[src/rtl/alu_pkg.sv]
package alu_pkg;

    typedef enum logic [4:0] {
        CMD_AND   = 5'd0,
        CMD_OR    = 5'd1,
        CMD_XOR   = 5'd2,
        CMD_NOT   = 5'd3,
        CMD_ASR   = 5'd4,
        CMD_LSR   = 5'd5,
        CMD_ROR   = 5'd6,
        CMD_ROL   = 5'd7,
        CMD_MUL   = 5'd8,
        CMD_MULU  = 5'd9,
        CMD_DIVU  = 5'd10,
        CMD_SUB   = 5'd11,
        CMD_SUBC  = 5'd12,
        CMD_ADD   = 5'd13,
        CMD_ADDC  = 5'd14,
        CMD_BSET  = 5'd15,
        CMD_BCLR  = 5'd16,
        CMD_ADDNF = 5'd17,
        CMD_EXT   = 5'd18
    } cmd_t;

    typedef enum logic [1:0] {
        ST_IDLE,
        ST_RUN,
        ST_DONE
    } state_t;

    // Request to the shared shift-add/shift-subtract unit.
    typedef struct packed {
        logic        start;
        logic        is_div;
        logic        signed_mul;
        logic [15:0] a;
        logic [15:0] b;
        logic [15:0] hi;
    } mdu_req_t;

    typedef struct packed {
        logic        busy;
        logic        done;
        logic [31:0] prod;
        logic [31:0] quot;
        logic [15:0] rem;
    } mdu_rsp_t;

    localparam int unsigned STEPS = 16;

endpackage

[src/rtl/alu_mdu.sv]
module alu_mdu
(
    input  logic              clk,
    input  logic              rst_n,
    input  alu_pkg::mdu_req_t req,
    output alu_pkg::mdu_rsp_t rsp
);
    import alu_pkg::*;

    logic        busy_reg, busy_next;
    logic        done_reg, done_next;
    logic [4:0]  cnt_reg, cnt_next;
    logic        div_reg, div_next;
    logic [31:0] acc_reg, acc_next;
    logic [31:0] quot_reg, quot_next;
    logic [32:0] rem_reg, rem_next;
    logic [31:0] mcand_reg, mcand_next;
    logic [15:0] mplr_reg, mplr_next;
    logic [15:0] dvs_reg, dvs_next;
    logic [32:0] trial;
    logic [31:0] ea, eb;

    always_ff @(posedge clk or negedge rst_n)
    begin
        if (!rst_n)
        begin
            busy_reg <= 1'b0;
            done_reg <= 1'b0;
            cnt_reg  <= '0;
        end
        else
        begin
            busy_reg <= busy_next;
            done_reg <= done_next;
            cnt_reg  <= cnt_next;
        end
    end

    always_ff @(posedge clk)
    begin
        div_reg   <= div_next;
        acc_reg   <= acc_next;
        quot_reg  <= quot_next;
        rem_reg   <= rem_next;
        mcand_reg <= mcand_next;
        mplr_reg  <= mplr_next;
        dvs_reg   <= dvs_next;
    end

    always_comb
    begin
        busy_next  = busy_reg;
        done_next  = 1'b0;
        cnt_next   = cnt_reg;
        div_next   = div_reg;
        acc_next   = acc_reg;
        quot_next  = quot_reg;
        rem_next   = rem_reg;
        mcand_next = mcand_reg;
        mplr_next  = mplr_reg;
        dvs_next   = dvs_reg;
        ea = {{16{req.signed_mul & req.a[15]}}, req.a};
        eb = {{16{req.signed_mul & req.b[15]}}, req.b};
        trial = {rem_reg[31:0], quot_reg[31]} - {17'd0, dvs_reg};
        if (req.start && !busy_reg)
        begin
            busy_next = 1'b1;
            div_next  = req.is_div;
            cnt_next  = '0;
            acc_next  = '0;
            if (req.is_div)
            begin
                quot_next = {req.hi, req.a};
                rem_next  = '0;
                dvs_next  = req.b;
            end
            else
            begin
                // Signed product mod 2^32: a*lowbits(b) minus a*b15<<16.
                mcand_next = ea;
                mplr_next  = eb[15:0];
                dvs_next   = {15'd0, req.signed_mul & req.b[15]};
            end
        end
        else if (busy_reg)
        begin
            if (div_reg)
            begin
                // One quotient bit is produced per cycle.
                if (!trial[32])
                begin
                    rem_next  = trial;
                    quot_next = {quot_reg[30:0], 1'b1};
                end
                else
                begin
                    rem_next  = {rem_reg[31:0], quot_reg[31]};
                    quot_next = {quot_reg[30:0], 1'b0};
                end
            end
            else
            begin
                if (mplr_reg[0])
                    acc_next = acc_reg + mcand_reg;
                mcand_next = {mcand_reg[30:0], 1'b0};
                mplr_next  = {1'b0, mplr_reg[15:1]};
            end
            cnt_next = cnt_reg + 5'd1;
            if (cnt_reg == 5'(div_reg ? 2 * STEPS - 1 : STEPS - 1))
            begin
                busy_next = 1'b0;
                done_next = 1'b1;
                if (!div_reg && dvs_reg[0])
                    acc_next = (mplr_reg[0] ? acc_reg + mcand_reg : acc_reg) -
                               {mcand_reg[30:0], 1'b0};
            end
        end
    end

    assign rsp.busy = busy_reg;
    assign rsp.done = done_reg;
    assign rsp.prod = acc_reg;
    assign rsp.quot = quot_reg;
    assign rsp.rem  = rem_reg[15:0];

    a_done_after_busy: assert property (@(posedge clk) disable iff (!rst_n)
        rsp.done |-> $past(busy_reg))
        else $error("done without busy");
    a_no_start_busy: assert property (@(posedge clk) disable iff (!rst_n)
        busy_reg && !busy_next |-> done_next)
        else $error("busy dropped without done");
    a_cnt_idle: assert property (@(posedge clk) disable iff (!rst_n)
        $fell(busy_reg) |-> done_reg)
        else $error("finish lost");

endmodule

[src/rtl/alu_with_flags_16_24bit.sv]
// For all commands except mul, mulu and divu with a nonzero divisor, the input is
// registered in the idle state, then the result is computed and registered in the run
// state and offered in the done state; mul, mulu and divu with a nonzero divisor wait
// in the run state for the shared shift-add/shift-subtract unit. One item is in the
// block at a time; the next input transfer can follow in the cycle after the result
// transfer. rst_n clears flags, the multiply/divide register and all handshake state.
module alu_with_flags_16_24bit
(
    input  logic        clk,
    input  logic        rst_n,
    input  logic        s_axis_tvalid,
    output logic        s_axis_tready,
    // command[4:0], operand_dst[28:5], operand_src[52:29], mem_address[76:53],
    // mem_byte[84:77], zero fill [87:85]
    input  logic [87:0] s_axis_tdata,
    output logic        m_axis_tvalid,
    input  logic        m_axis_tready,
    // result[23:0], write_enable[24], write_address[48:25], flags_out[56:49],
    // muldiv_out[72:57], zero fill [79:73]
    output logic [79:0] m_axis_tdata
);
    import alu_pkg::*;

    state_t      state_reg, state_next;
    logic [87:0] in_reg, in_next;
    logic [7:0]  flags_reg, flags_next;
    logic [15:0] md_reg, md_next;
    logic [72:0] out_reg, out_next;
    mdu_req_t    req;
    mdu_rsp_t    rsp;

    logic [4:0]  cmd;
    logic [23:0] d, s, addr, r;
    logic [7:0]  mb, f;
    logic [15:0] md;
    logic        cin, we;
    logic [24:0] sum;
    logic [16:0] lo;
    logic        c16, c24, v16, v24, arith;

    assign cmd  = in_reg[4:0];
    assign d    = in_reg[28:5];
    assign s    = in_reg[52:29];
    assign addr = in_reg[76:53];
    assign mb   = in_reg[84:77];
    assign cin  = flags_reg[2];

    alu_mdu u_mdu (.clk(clk), .rst_n(rst_n), .req(req), .rsp(rsp));

    always_ff @(posedge clk or negedge rst_n)
    begin
        if (!rst_n)
        begin
            state_reg <= ST_IDLE;
            flags_reg <= '0;
            md_reg    <= '0;
        end
        else
        begin
            state_reg <= state_next;
            flags_reg <= flags_next;
            md_reg    <= md_next;
        end
    end

    always_ff @(posedge clk)
    begin
        in_reg  <= in_next;
        out_reg <= out_next;
    end

    always_comb
    begin
        r = d;
        f = flags_reg;
        md = md_reg;
        we = 1'b0;
        arith = 1'b0;
        sum = '0;
        lo = '0;
        c16 = 1'b0;
        c24 = 1'b0;
        v16 = 1'b0;
        v24 = 1'b0;
        case (cmd)
            CMD_AND, CMD_OR, CMD_XOR, CMD_NOT, CMD_ASR, CMD_LSR, CMD_ROR, CMD_ROL:
            begin
                case (cmd)
                    CMD_AND: r = d & s;
                    CMD_OR:  r = d | s;
                    CMD_XOR: r = d ^ s;
                    CMD_NOT: r = d ^ 24'h00ffff;
                    CMD_ASR: r = {d[23:15], d[15:1]};
                    CMD_LSR: r = {d[23:16], 1'b0, d[15:1]};
                    CMD_ROR: r = {d[23:16], cin, d[15:1]};
                    default: r = {d[23:16], d[14:0], cin};
                endcase
                f[3:0] = {1'b0, (cmd == CMD_ROL) ? d[15] :
                          ((cmd >= CMD_ASR) ? d[0] : 1'b0), r[15], r[15:0] == 16'd0};
            end
            CMD_MUL, CMD_MULU:
            begin
                r = rsp.prod[23:0];
                md = rsp.prod[31:16];
                f[3] = 1'b0;
                f[1] = rsp.prod[15] | (cmd == CMD_MULU && rsp.prod[31]);
                f[0] = rsp.prod[15:0] == 16'd0;
            end
            CMD_DIVU:
            begin
                if (s[15:0] == 16'd0)
                begin
                    r = '0;
                    f[3] = 1'b1;
                end
                else
                begin
                    r = {8'd0, rsp.quot[15:0]};
                    md = rsp.rem;
                    if (rsp.quot[31:16] != 16'd0)
                        f[3] = 1'b1;
                    else
                        f = (flags_reg & 8'hc4) | {6'd0, rsp.quot[15],
                             rsp.quot[15:0] == 16'd0};
                end
            end
            CMD_SUB, CMD_SUBC:
            begin
                arith = 1'b1;
                sum = {1'b0, d} - {1'b0, s} - {24'd0, cmd == CMD_SUBC && cin};
                lo = {1'b0, d[15:0]} - {1'b0, s[15:0]} - {16'd0, cmd == CMD_SUBC && cin};
                c16 = lo[16];
                c24 = sum[24];
                v16 = (s[15] ^ d[15]) & (sum[15] ^ d[15]);
                v24 = (s[23] ^ d[23]) & (sum[23] ^ d[23]);
            end
            CMD_ADD, CMD_ADDC:
            begin
                arith = 1'b1;
                sum = {1'b0, d} + {1'b0, s} + {24'd0, cmd == CMD_ADDC && cin};
                lo = {1'b0, d[15:0]} + {1'b0, s[15:0]} + {16'd0, cmd == CMD_ADDC && cin};
                c16 = lo[16];
                c24 = sum[24];
                v16 = !(s[15] ^ d[15]) & (sum[15] ^ d[15]);
                v24 = !(s[23] ^ d[23]) & (sum[23] ^ d[23]);
            end
            CMD_BSET, CMD_BCLR:
            begin
                we = 1'b1;
                r = {16'd0, (cmd == CMD_BSET) ? (mb | s[7:0]) : (mb & ~s[7:0])};
                f[3:0] = {3'd0, (mb & s[7:0]) == 8'd0};
            end
            CMD_ADDNF: r = d + s;
            CMD_EXT:   md = {16{d[15]}};
            default: ;
        endcase
        if (arith)
        begin
            r = sum[23:0];
            f = {v24, c24, sum[23], sum[23:0] == 24'd0, v16, c16, sum[15],
                 sum[15:0] == 16'd0};
        end
    end

    always_comb
    begin
        state_next = state_reg;
        in_next    = in_reg;
        out_next   = out_reg;
        flags_next = flags_reg;
        md_next    = md_reg;
        req.start      = 1'b0;
        req.is_div     = cmd == CMD_DIVU;
        req.signed_mul = cmd == CMD_MUL;
        req.a          = d[15:0];
        req.b          = s[15:0];
        req.hi         = md_reg;
        s_axis_tready  = state_reg == ST_IDLE;
        case (state_reg)
            ST_IDLE:
            begin
                if (s_axis_tvalid)
                begin
                    in_next = s_axis_tdata;
                    state_next = ST_RUN;
                end
            end
            ST_RUN:
            begin
                if ((cmd == CMD_MUL || cmd == CMD_MULU || cmd == CMD_DIVU) &&
                    !rsp.done)
                    req.start = !(cmd == CMD_DIVU && s[15:0] == 16'd0);
                if (!((cmd == CMD_MUL || cmd == CMD_MULU ||
                       (cmd == CMD_DIVU && s[15:0] != 16'd0)) && !rsp.done))
                begin
                    out_next = {md, f, we ? addr : 24'd0, we, r};
                    flags_next = f;
                    md_next = md;
                    state_next = ST_DONE;
                end
            end
            ST_DONE:
            begin
                if (m_axis_tready)
                    state_next = ST_IDLE;
            end
            default: state_next = ST_IDLE;
        endcase
    end

    assign m_axis_tvalid = state_reg == ST_DONE;
    assign m_axis_tdata  = {7'd0, out_reg};

    a_out_hold: assert property (@(posedge clk) disable iff (!rst_n)
        m_axis_tvalid && !m_axis_tready |=> $stable(out_reg))
        else $error("result changed while stalled");
    a_ready_idle: assert property (@(posedge clk) disable iff (!rst_n)
        s_axis_tready |-> !m_axis_tvalid)
        else $error("ready while result pending");
    a_flags_stable: assert property (@(posedge clk) disable iff (!rst_n)
        state_reg == ST_IDLE |=> $stable(flags_reg) && $stable(md_reg))
        else $error("state changed while idle");

endmodule

[config.mk]
export PLATFORM = sky130hd
export DESIGN_NAME = alu_with_flags_16_24bit
export DESIGN_NICKNAME = d
export VERILOG_FILES = /design/src/rtl/alu_pkg.sv /design/src/rtl/alu_mdu.sv /design/src/rtl/alu_with_flags_16_24bit.sv
export SDC_FILE = /design/constraint.sdc
export NUM_CORES = 1
export LEC_CHECK = 0
export ABC_AREA = 1
export BUFFER_PORTS_ARGS = -buffer_cell sky130_fd_sc_hd__buf_2
export CAP_MARGIN = 15
export CORE_MARGIN = 3
export CORE_UTILIZATION = 63
export CTS_CLUSTER_DIAMETER = 50
export DETAILED_ROUTE_END_ITERATION = 7
export GPL_TIMING_DRIVEN = 1
export PLACE_DENSITY = 0.85
export SLEW_MARGIN = 15
export SYNTH_ARGS = -nofsm -noshare
export SYNTH_HDL_FRONTEND = slang
export SYNTH_SLANG_ARGS = --single-unit
[constraint.sdc]
create_clock -name clk -period 6 [get_ports clk]
set_input_delay 0.6 -clock clk [delete_from_list [all_inputs] [get_ports clk]]
set_output_delay 0.6 -clock clk [all_outputs]
set_load 0.05 [all_outputs]
# After elaboration in Yosys (flattened, before gate mapping)
# Index checks and enable logic that the tools add are counted.
# W data, S select, Z words.
[classes]
add_sub_neg = 13
n_lt_le_gt_ge = 1
eq_ne = 27
muxes = 66
bitwise_logic = 23
reduce_logical = 43
[ops]
columns = ["cell", "n"]
rows = [
  ["$mux W32", 17],
  ["$pmux W24 S7", 1],
  ["$pmux W24 S5", 1],
  ["$mux W16", 6],
  ["$logic_not A16 Y1", 5],
  ["$mux W24", 2],
  ["$pmux W16 S3", 1],
  ["$pmux W24 S2", 1],
  ["$eq A5 B4 Y1 const B", 8],
  ["$sub A33 B16 Y33", 1],
  ["$add A32 B32 Y32", 1],
  ["$reduce_bool A16 Y1", 2],
  ["$sub A32 B32 Y32", 1],
  ["$add A24 B24 Y25", 1],
  ["$add A25 B1 Y25", 1],
  ["$sub A24 B24 Y25", 1],
  ["$sub A25 B1 Y25", 1],
  ["$add A24 B24 Y24", 1],
  ["$and A24 B24 Y24", 1],
  ["$logic_not A24 Y1", 1],
  ["$or A24 B24 Y24", 1],
  ["$xor A24 B24 Y24", 1],
  ["$eq A5 B3 Y1 const B", 4],
  ["$add A16 B16 Y17", 1],
  ["45 further kinds", 112],
]
[word_totals]
reg_bits = 352
inputBits = 92

# Logic depth before layout (Yosys ltp)
# Gate-level depths: netlist of run 1.
[logic_depth]
word_depth = 9
ltp_mapped = 29
ltp_nobuf = 29

# By module
# Synthesis of run 1 repeated with hierarchy kept, for this count alone.
[unflattened]
hier_cells = 3784
area_unflattened_um2 = 27035.9
[by_module_without_submodules]
columns = ["module", "instances", "cells_each", "area_each_um2"]
rows = [
  ["alu_with_flags_16_24bit", 1, 1966, 14088.5],
  ["alu_mdu", 1, 1818, 12947.4],
]

# Least setup slack after synthesis of run 1
# OpenSTA, ideal clock, no wires.
[synth_path]
path_kind = "register to register"
start = "register state_reg[0]"
end = "register in_reg[0], enable pin"
setup_time_ns = 0.529
arrival_time_ns = 4.774
required_time_ns = 5.471
setup_slack_ns = 0.696
stages_incl_launch_ff = 4
path_buffers = 0
synth_period_minus_slack_ns = 5.304
path_cell_list = "dfrtp_1 nor2_1 inv_1 nor2_1"
[synth_via]
elab_chain_len = 2
[synth_rtl]
columns = ["element", "line_no", "text"]
rows = [
  ["start: declaration", "alu_with_flags_16_24bit.sv:24", "state_t state_reg, state_next;"],
  ["start signal: assignment", "alu_with_flags_16_24bit.sv:60", "state_reg <= state_next;"],
  ["$logic_not A2 Y1", "-", ""],
  ["via s_axis_tready", "alu_with_flags_16_24bit.sv:12", "output logic s_axis_tready,"],
  ["$reduce_and A2 Y1 (no line)", "-", ""],
  ["end signal: assignment", "alu_with_flags_16_24bit.sv:68", "in_reg <= in_next;"],
  ["end: declaration", "alu_with_flags_16_24bit.sv:25", "logic [87:0] in_reg, in_next;"],
]
# The timed path passes the listed nets, and every way through them passes these cells.
# A chain may end at the register's enable or synchronous reset.

# Worst setup path in the final report of run 1
[layout_path]
start = "register u_mdu.mcand_reg[0]"
end = "register u_mdu.acc_reg[27]"
[layout_via]
elab_chain_len = 5
word_cells_on_any_way = 6
cone_classes = "add/sub (2); mux (4)"
[layout_rtl]
columns = ["element", "line_no", "text"]
rows = [
  ["start: declaration", "alu_mdu.sv:17", "logic [31:0] mcand_reg, mcand_next;"],
  ["start signal: assignment", "alu_mdu.sv:45", "mcand_reg <= mcand_next;"],
  ["$add A32 B32 Y32", "alu_mdu.sv:104, alu_mdu.sv:114", ""],
  ["$mux W32", "alu_mdu.sv:103, alu_mdu.sv:114", ""],
  ["$sub A32 B32 Y32 / $mux W32 (equally long branches)", "alu_mdu.sv:114, alu_mdu.sv:87", ""],
  ["$mux W32", "alu_mdu.sv:113", "if (!div_reg && dvs_reg[0])"],
  ["$mux W32 *", "alu_mdu.sv:109", "if (cnt_reg == 5'(div_reg ? 2 * STEPS - 1 : STEPS - 1))"],
  ["end signal: assignment", "alu_mdu.sv:42", "acc_reg <= acc_next;"],
  ["end: declaration", "alu_mdu.sv:14", "logic [31:0] acc_reg, acc_next;"],
]
# Every way passes the cells marked *; elsewhere a longest branch is shown, timed or not.

==> results.toml, run 1 <==
[cells_and_area]
multiInputGateArea_um2 = 14060
mostFrequentLayoutCells = "1076 x nand2_1, 605 x inv_1, 323 x nor2_1, 287 x edfxtp_1, 257 x o21ai_0"
finalNonFillerCells = 4491
area_growth_pct = 10.04
fill_cells = 3584
design_area_um2 = 29570
final_common_cell = "nand2_1"
largest_reg_flops = 85
layout.nets = 4188
final-seq-area_um2 = 10080
drive_above_1_share = 0.07871

[clock_tree]
cts-resized-gates = 0
clk_latency_ns = 0.60
clock_sinks = 352
clock_path_buffers = 3
cts_tree = "built"
post-cts-setup-buffers = 0
clk_pin_slew_ns = 0.06
ctsHoldBuffers = 0
cts_buffers = 44
clockRootBuffer = "clkbuf_16"
htree_levels = 2

[worst_setup_path]
cp_data_required_time_ns = 6.47
start_kind = "register"
critical_path_class = "reg -> reg"
cp_slowest_cell = "edfxtp_1"
critPathArrivalTime_ns = 4.96
r2r_slack_ns = 1.51
critPathMaxStageDelay_ns = 0.44
critPathMaxFanout = 6
crit_top_cell = "nand2_1"
endpoint_kind = "register"

[drt]
vias = 26790
dr.pass1.iters = 7
final_antenna_net_count = 0
post_drt_wl_per_cell_um = 20.45
vias_per_cell = 5.965
drc = 0
routed_wl_um = 91850
initialDrtViolationCount = 3414

[synthesis]
ys.flop_type = "edfxtp_1"
seq_area_frac_synth = 0.3752
synthArstFlopShare = 0.09375
synth_edf_count = 287
synth_warnings = 0
mappedNetlistArea_um2 = 26880
syn_inst = 3772
synthDistinctLibCells = 55
avgSynthCellArea_um2 = 7.125
ys_ff_latch = 352

[die]
initial_core_util = 0.6393
die_w_um = 212.5
die_h_um = 212.5
row_count = 75
coreArea_um2 = 42040
io_pins = 174
die_area_um2 = 45180

[sta]
finalSetupViolCount = 0
fmax_mhz = 222.7
tns_ns = 0
maxSlewHeadroom = 0.1813
setup_slack_ns = 1.511
min_period_ns = 4.489
hold_viol = 0
rsz0062_at_grt = "false"
clock_skew_ns = 0.03358
slew_violations = 0
worst_pin_slew_ns = 1.224
period_share = 0.7482

[grt]
antenna_found_initial = 1
grt_start_max_net_pins = 78
grt_pass1_wl_um = 138200
grt_pass1_vias = 25110
grt_overflow = 0
grt_usage = 0.3979

[power]
ir_drop_mv = 0.3509
powerDensity_nw_per_um2 = 502.4
p_leak_nw = 14.27
finalPower_mw = 14.86

[run]
cap_violations = 0

[run_status]
status = "finished clean"

[min_path]
hold_path_class = "in -> async"

[placement]
post_dp_cell_area_um2 = 28180
gp_congestion = 1.074
pre_cts_ws_ns = 1.629
dpl.hpwl_um = 69840
dp.cells = 4409
numPortBuffers = 163
## layout make-up
type	count	share of cell area
clock buffers	57	0.03990
well taps	539	0.02280
multi-input cells	2707	0.4753
diodes	1	0.00008461
clock inverters	24	0.007277
inverters	622	0.07903
flip-flops and latches	352	0.3410
repair buffers	189	0.03461
## path summary, 6_finish.rpt
path	startpoint	endpoint	depth (start not counted)
setup / recovery	u_mdu.mcand_reg[0]	u_mdu.acc_reg[27]	28
hold / removal	rst_n	state_reg[1]	1
setup reg to reg	u_mdu.mcand_reg[0]	u_mdu.acc_reg[27]	28
hold reg to reg	u_mdu.acc_reg[25]	u_mdu.acc_reg[25]	2
max in group asynchronous	rst_n	flags_reg[3]	1
min in group clk	s_axis_tdata[64]	in_reg[64]	1
## synthesized netlist by cell type (33+ instances only)
cell type,instances,area (um2)
clkbuf_1,47,176.4
dfrtp_1,33,825.8
o21ai_0,257,1286
buf_2,34,170.2
inv_1,606,2275
edfxtp_1,287,8618
nor2_1,326,1224
nand4_1,66,412.9
ha_1,172,2152
a21oi_1,217,1086
nand3_1,248,1241
nand2_1,1076,4039
## cell families after synthesis
kind of cell | synth area share
buf+inv | 0.1034
fa+ha+maj | 0.08603
simple gates | 0.2773
compound gates | 0.1412
xor+xnor | 0.01662
other cells | 0.0001395
flops | 0.3752
## worst max-delay path: cells and delay by family (launching register included)
kind	cells	cell delay [ns]
and+or+nand+nor	16	1.51
AOI/OAI and AO/OA	6	1.21
adders and majority gates	3	1.01
DFF	1	0.44
buffers and inverters	3	0.16
## routing by layer
layer / share of wire / global-route usage / up-vias
met5: 0 / 0 / -
met4: 0.069 / 0.2345 / 0
met3: 0.10 / 0.08130 / 371
met2: 0.46 / 0.6465 / 1620
met1: 0.37 / 0.4931 / 12110
li1: - / - / 12690
## where the power goes
part | internal [mW] | total (mW) | switching (mW)
combinational | 2.45 | 8.22 | 5.77
clock | 1.45 | 2.56 | 1.11
sequential | 3.55 | 4.07 | 0.528
## per-stage QoR
step,util,hold slack (ns)
after global routing,0.7034,0.1505
after floorplan,-,0.3044
after CTS,0.7034,0.1218
after global placement,0.6702,0.4630
after detailed placement,0.6702,0.4760
final,0.7035,0.1264
No activity file was read; power rests on OpenSTA's default activity.
==> run 2, diff against run 1 <==
CORE_UTILIZATION = 57   (was 63)
PLACE_DENSITY = 0.82   (was 0.85)
clock period = 4.1 ns   (was 6 ns; I/O delays follow)
==> run 2 against run 1 <==
  * Flip-flop and latch count did not move
  * Sequential share of layout area fell by 2.2 points
  * Combinational power rose by 61%
  * Via count rose by 3.5%
  * Critical path type unchanged
  * Clock power rose by 66%
==> results.toml, run 2 (same netlist as run 1, synthesis figures left out) <==
[cells_and_area]
mostFrequentLayoutCells = "1066 x nand2_1, 605 x inv_1, 310 x nor2_1, 287 x edfxtp_1, 247 x nand3_1"
finalNonFillerCells = 4719
utilization = 0.6888
final_common_cell = "nand2_1"
drive_above_1_share = 0.1139
fill_cells = 3824
area_growth_pct = 17.81
largest_reg_flops = 85
layout.nets = 4350

[power]
ir_drop_mv = 0.4943
powerDensity_nw_per_um2 = 737.0
p_leak_nw = 15.13
finalPower_mw = 23.34

[sta]
worst_pin_slew_ns = 0.9757
hold_viol = 0
period_share = 0.9466
maxSlewHeadroom = 0.3489
min_period_ns = 3.881
slew_violations = 0
finalSetupViolCount = 0
setup_slack_ns = 0.2191
fin_hold_ws_ns = 0.02403
clock_skew_ns = 0.03045
fmax_mhz = 257.7

[clock_tree]
clk_pin_slew_ns = 0.06
clk_latency_ns = 0.61
cts_tree = "built"
clockRootBuffer = "clkbuf_16"
clock_sinks = 352
cts_buffers = 47
clock_path_buffers = 3
htree_levels = 2

[worst_setup_path]
critPathArrivalTime_ns = 4.39
crit_buf_inv = 4
cp_slowest_cell = "ha_2"
timing.rr.end = "u_mdu.acc_reg[31]"
crit_top_cell = "nand2_1"
crit_family = "simple AND/OR/NAND/NOR gates"
critPathMaxStageDelay_ns = 0.41
rr_startpoint = "u_mdu.mcand_reg[12]"
endpoint_kind = "register"
reg2reg_depth = 28
critical_path_class = "reg -> reg"
cp_data_required_time_ns = 4.61
critPathMaxFanout = 4
start_kind = "register"
r2r_slack_ns = 0.22

[drt]
post_drt_wl_per_cell_um = 20.48
vias_per_cell = 5.877
initialDrtViolationCount = 3395
final_antenna_net_count = 0
drc = 0
routed_wl_um = 96660
dr.pass1.iters = 6
vias = 27730

[die]
die_area_um2 = 49790
io_pins = 174
initial_core_util = 0.5847
die_h_um = 223.1
row_count = 78
die_w_um = 223.1
coreArea_um2 = 45970

[min_path]
hold_path_class = "in -> reg"
hold_depth = 1
holdPathEnd = "in_reg[24]"
min_from = "s_axis_tdata[24]"

[grt]
antenna_found_initial = 2
grt_pass1_vias = 26310
grt_overflow = 0
grt_pass1_wl_um = 146600
grt_usage = 0.3764
grt_start_max_net_pins = 123

[placement]
numPortBuffers = 163
pre_cts_ws_ns = 0.02100
gp_congestion = 1.037
dp.cells = 4544
dpl.hpwl_um = 71630

[run]
cap_violations = 0

[run_status]
status = "finished clean"
run 2: cell count changes in the layout (fill, tap and decap cells not counted), sizes merged:
cell / previous run / this run
buf: 189 / 270
clkinv: 17 / 12
clkinvlp: 4 / 2
inv: 624 / 636
dlygate4sd3: 0 / 78
bufinv: 1 / 3
diode: 1 / 2
run 2: repair_timing:
| item | 4_1_cts | 5_1_grt |
|---|---|---|
| hold buffers | 78 | 0 |
| setup buffers | 1 | 6 |
| endpoints found under the hold margin | 110 | 0 |
| pin swaps | 1 | 11 |
| endpoints found under the setup margin | 1 | 26 |
| resized for setup | 0 | 84 |
run 2: area by class of cell:
type | instances | area [um2] | share of cell area
Multi-Input combinational cell | 2707 | 14420 | 0.4553
Sequential cell | 352 | 10080 | 0.3185
Timing Repair Buffer | 348 | 2475 | 0.07816
Inverter | 622 | 2337 | 0.07382
Clock buffer | 57 | 1255 | 0.03963
Tap cell | 600 | 750.7 | 0.02371
Clock inverter | 31 | 340.3 | 0.01075
Antenna cell | 2 | 5.005 | 0.0001581
run 2: routing by layer:
layer  vias up  track usage  share of wire
li1      13030            -              -
met1     12700       0.4725           0.38
met2      1630       0.6123           0.46
met3       377      0.06263          0.094
met4         0       0.2246          0.067
met5         -            0              0
run 2: stage by stage:
stage,area [um2],TNS (ns)
5_1_grt,31660,-0.03050
3_5_place_dp,28870,0
3_3_place_gp,28870,0
4_1_cts,31260,0
6_report,31660,0
2_1_floorplan,26910,0
run 2: worst max path at each step:
stage | startpoint | end | cells after the start
2_1_floorplan | state_reg[0] | in_reg[0] | 3
3_3_place_gp | u_mdu.mcand_reg[0] | u_mdu.acc_reg[27] | 28
3_5_place_dp | u_mdu.mcand_reg[0] | u_mdu.acc_reg[27] | 28
4_1_cts | u_mdu.mcand_reg[0] | u_mdu.acc_reg[31] | 27
5_1_grt | u_mdu.mcand_reg[12] | u_mdu.acc_reg[31] | 28
6_report | u_mdu.mcand_reg[12] | u_mdu.acc_reg[31] | 28
run 2: power by group:
group / internal (mW) / total, mW / switching [mW]
registers: 5.19 / 5.93 / 0.741
clock network: 2.44 / 4.24 / 1.80
logic: 4.32 / 13.2 / 8.85
total: 11.9 / 23.3 / 11.4
run 2: worst reg2reg max path: cells and delay by family, from the launching register on:
family / cells / cell delay (ns)
AND/OR/NAND/NOR: 19 / 1.76
adder cells (fa/ha/maj): 2 / 0.73
buffers and inverters: 4 / 0.46
AO/OA/AOI/OAI: 3 / 0.45
flip-flops: 1 / 0.39
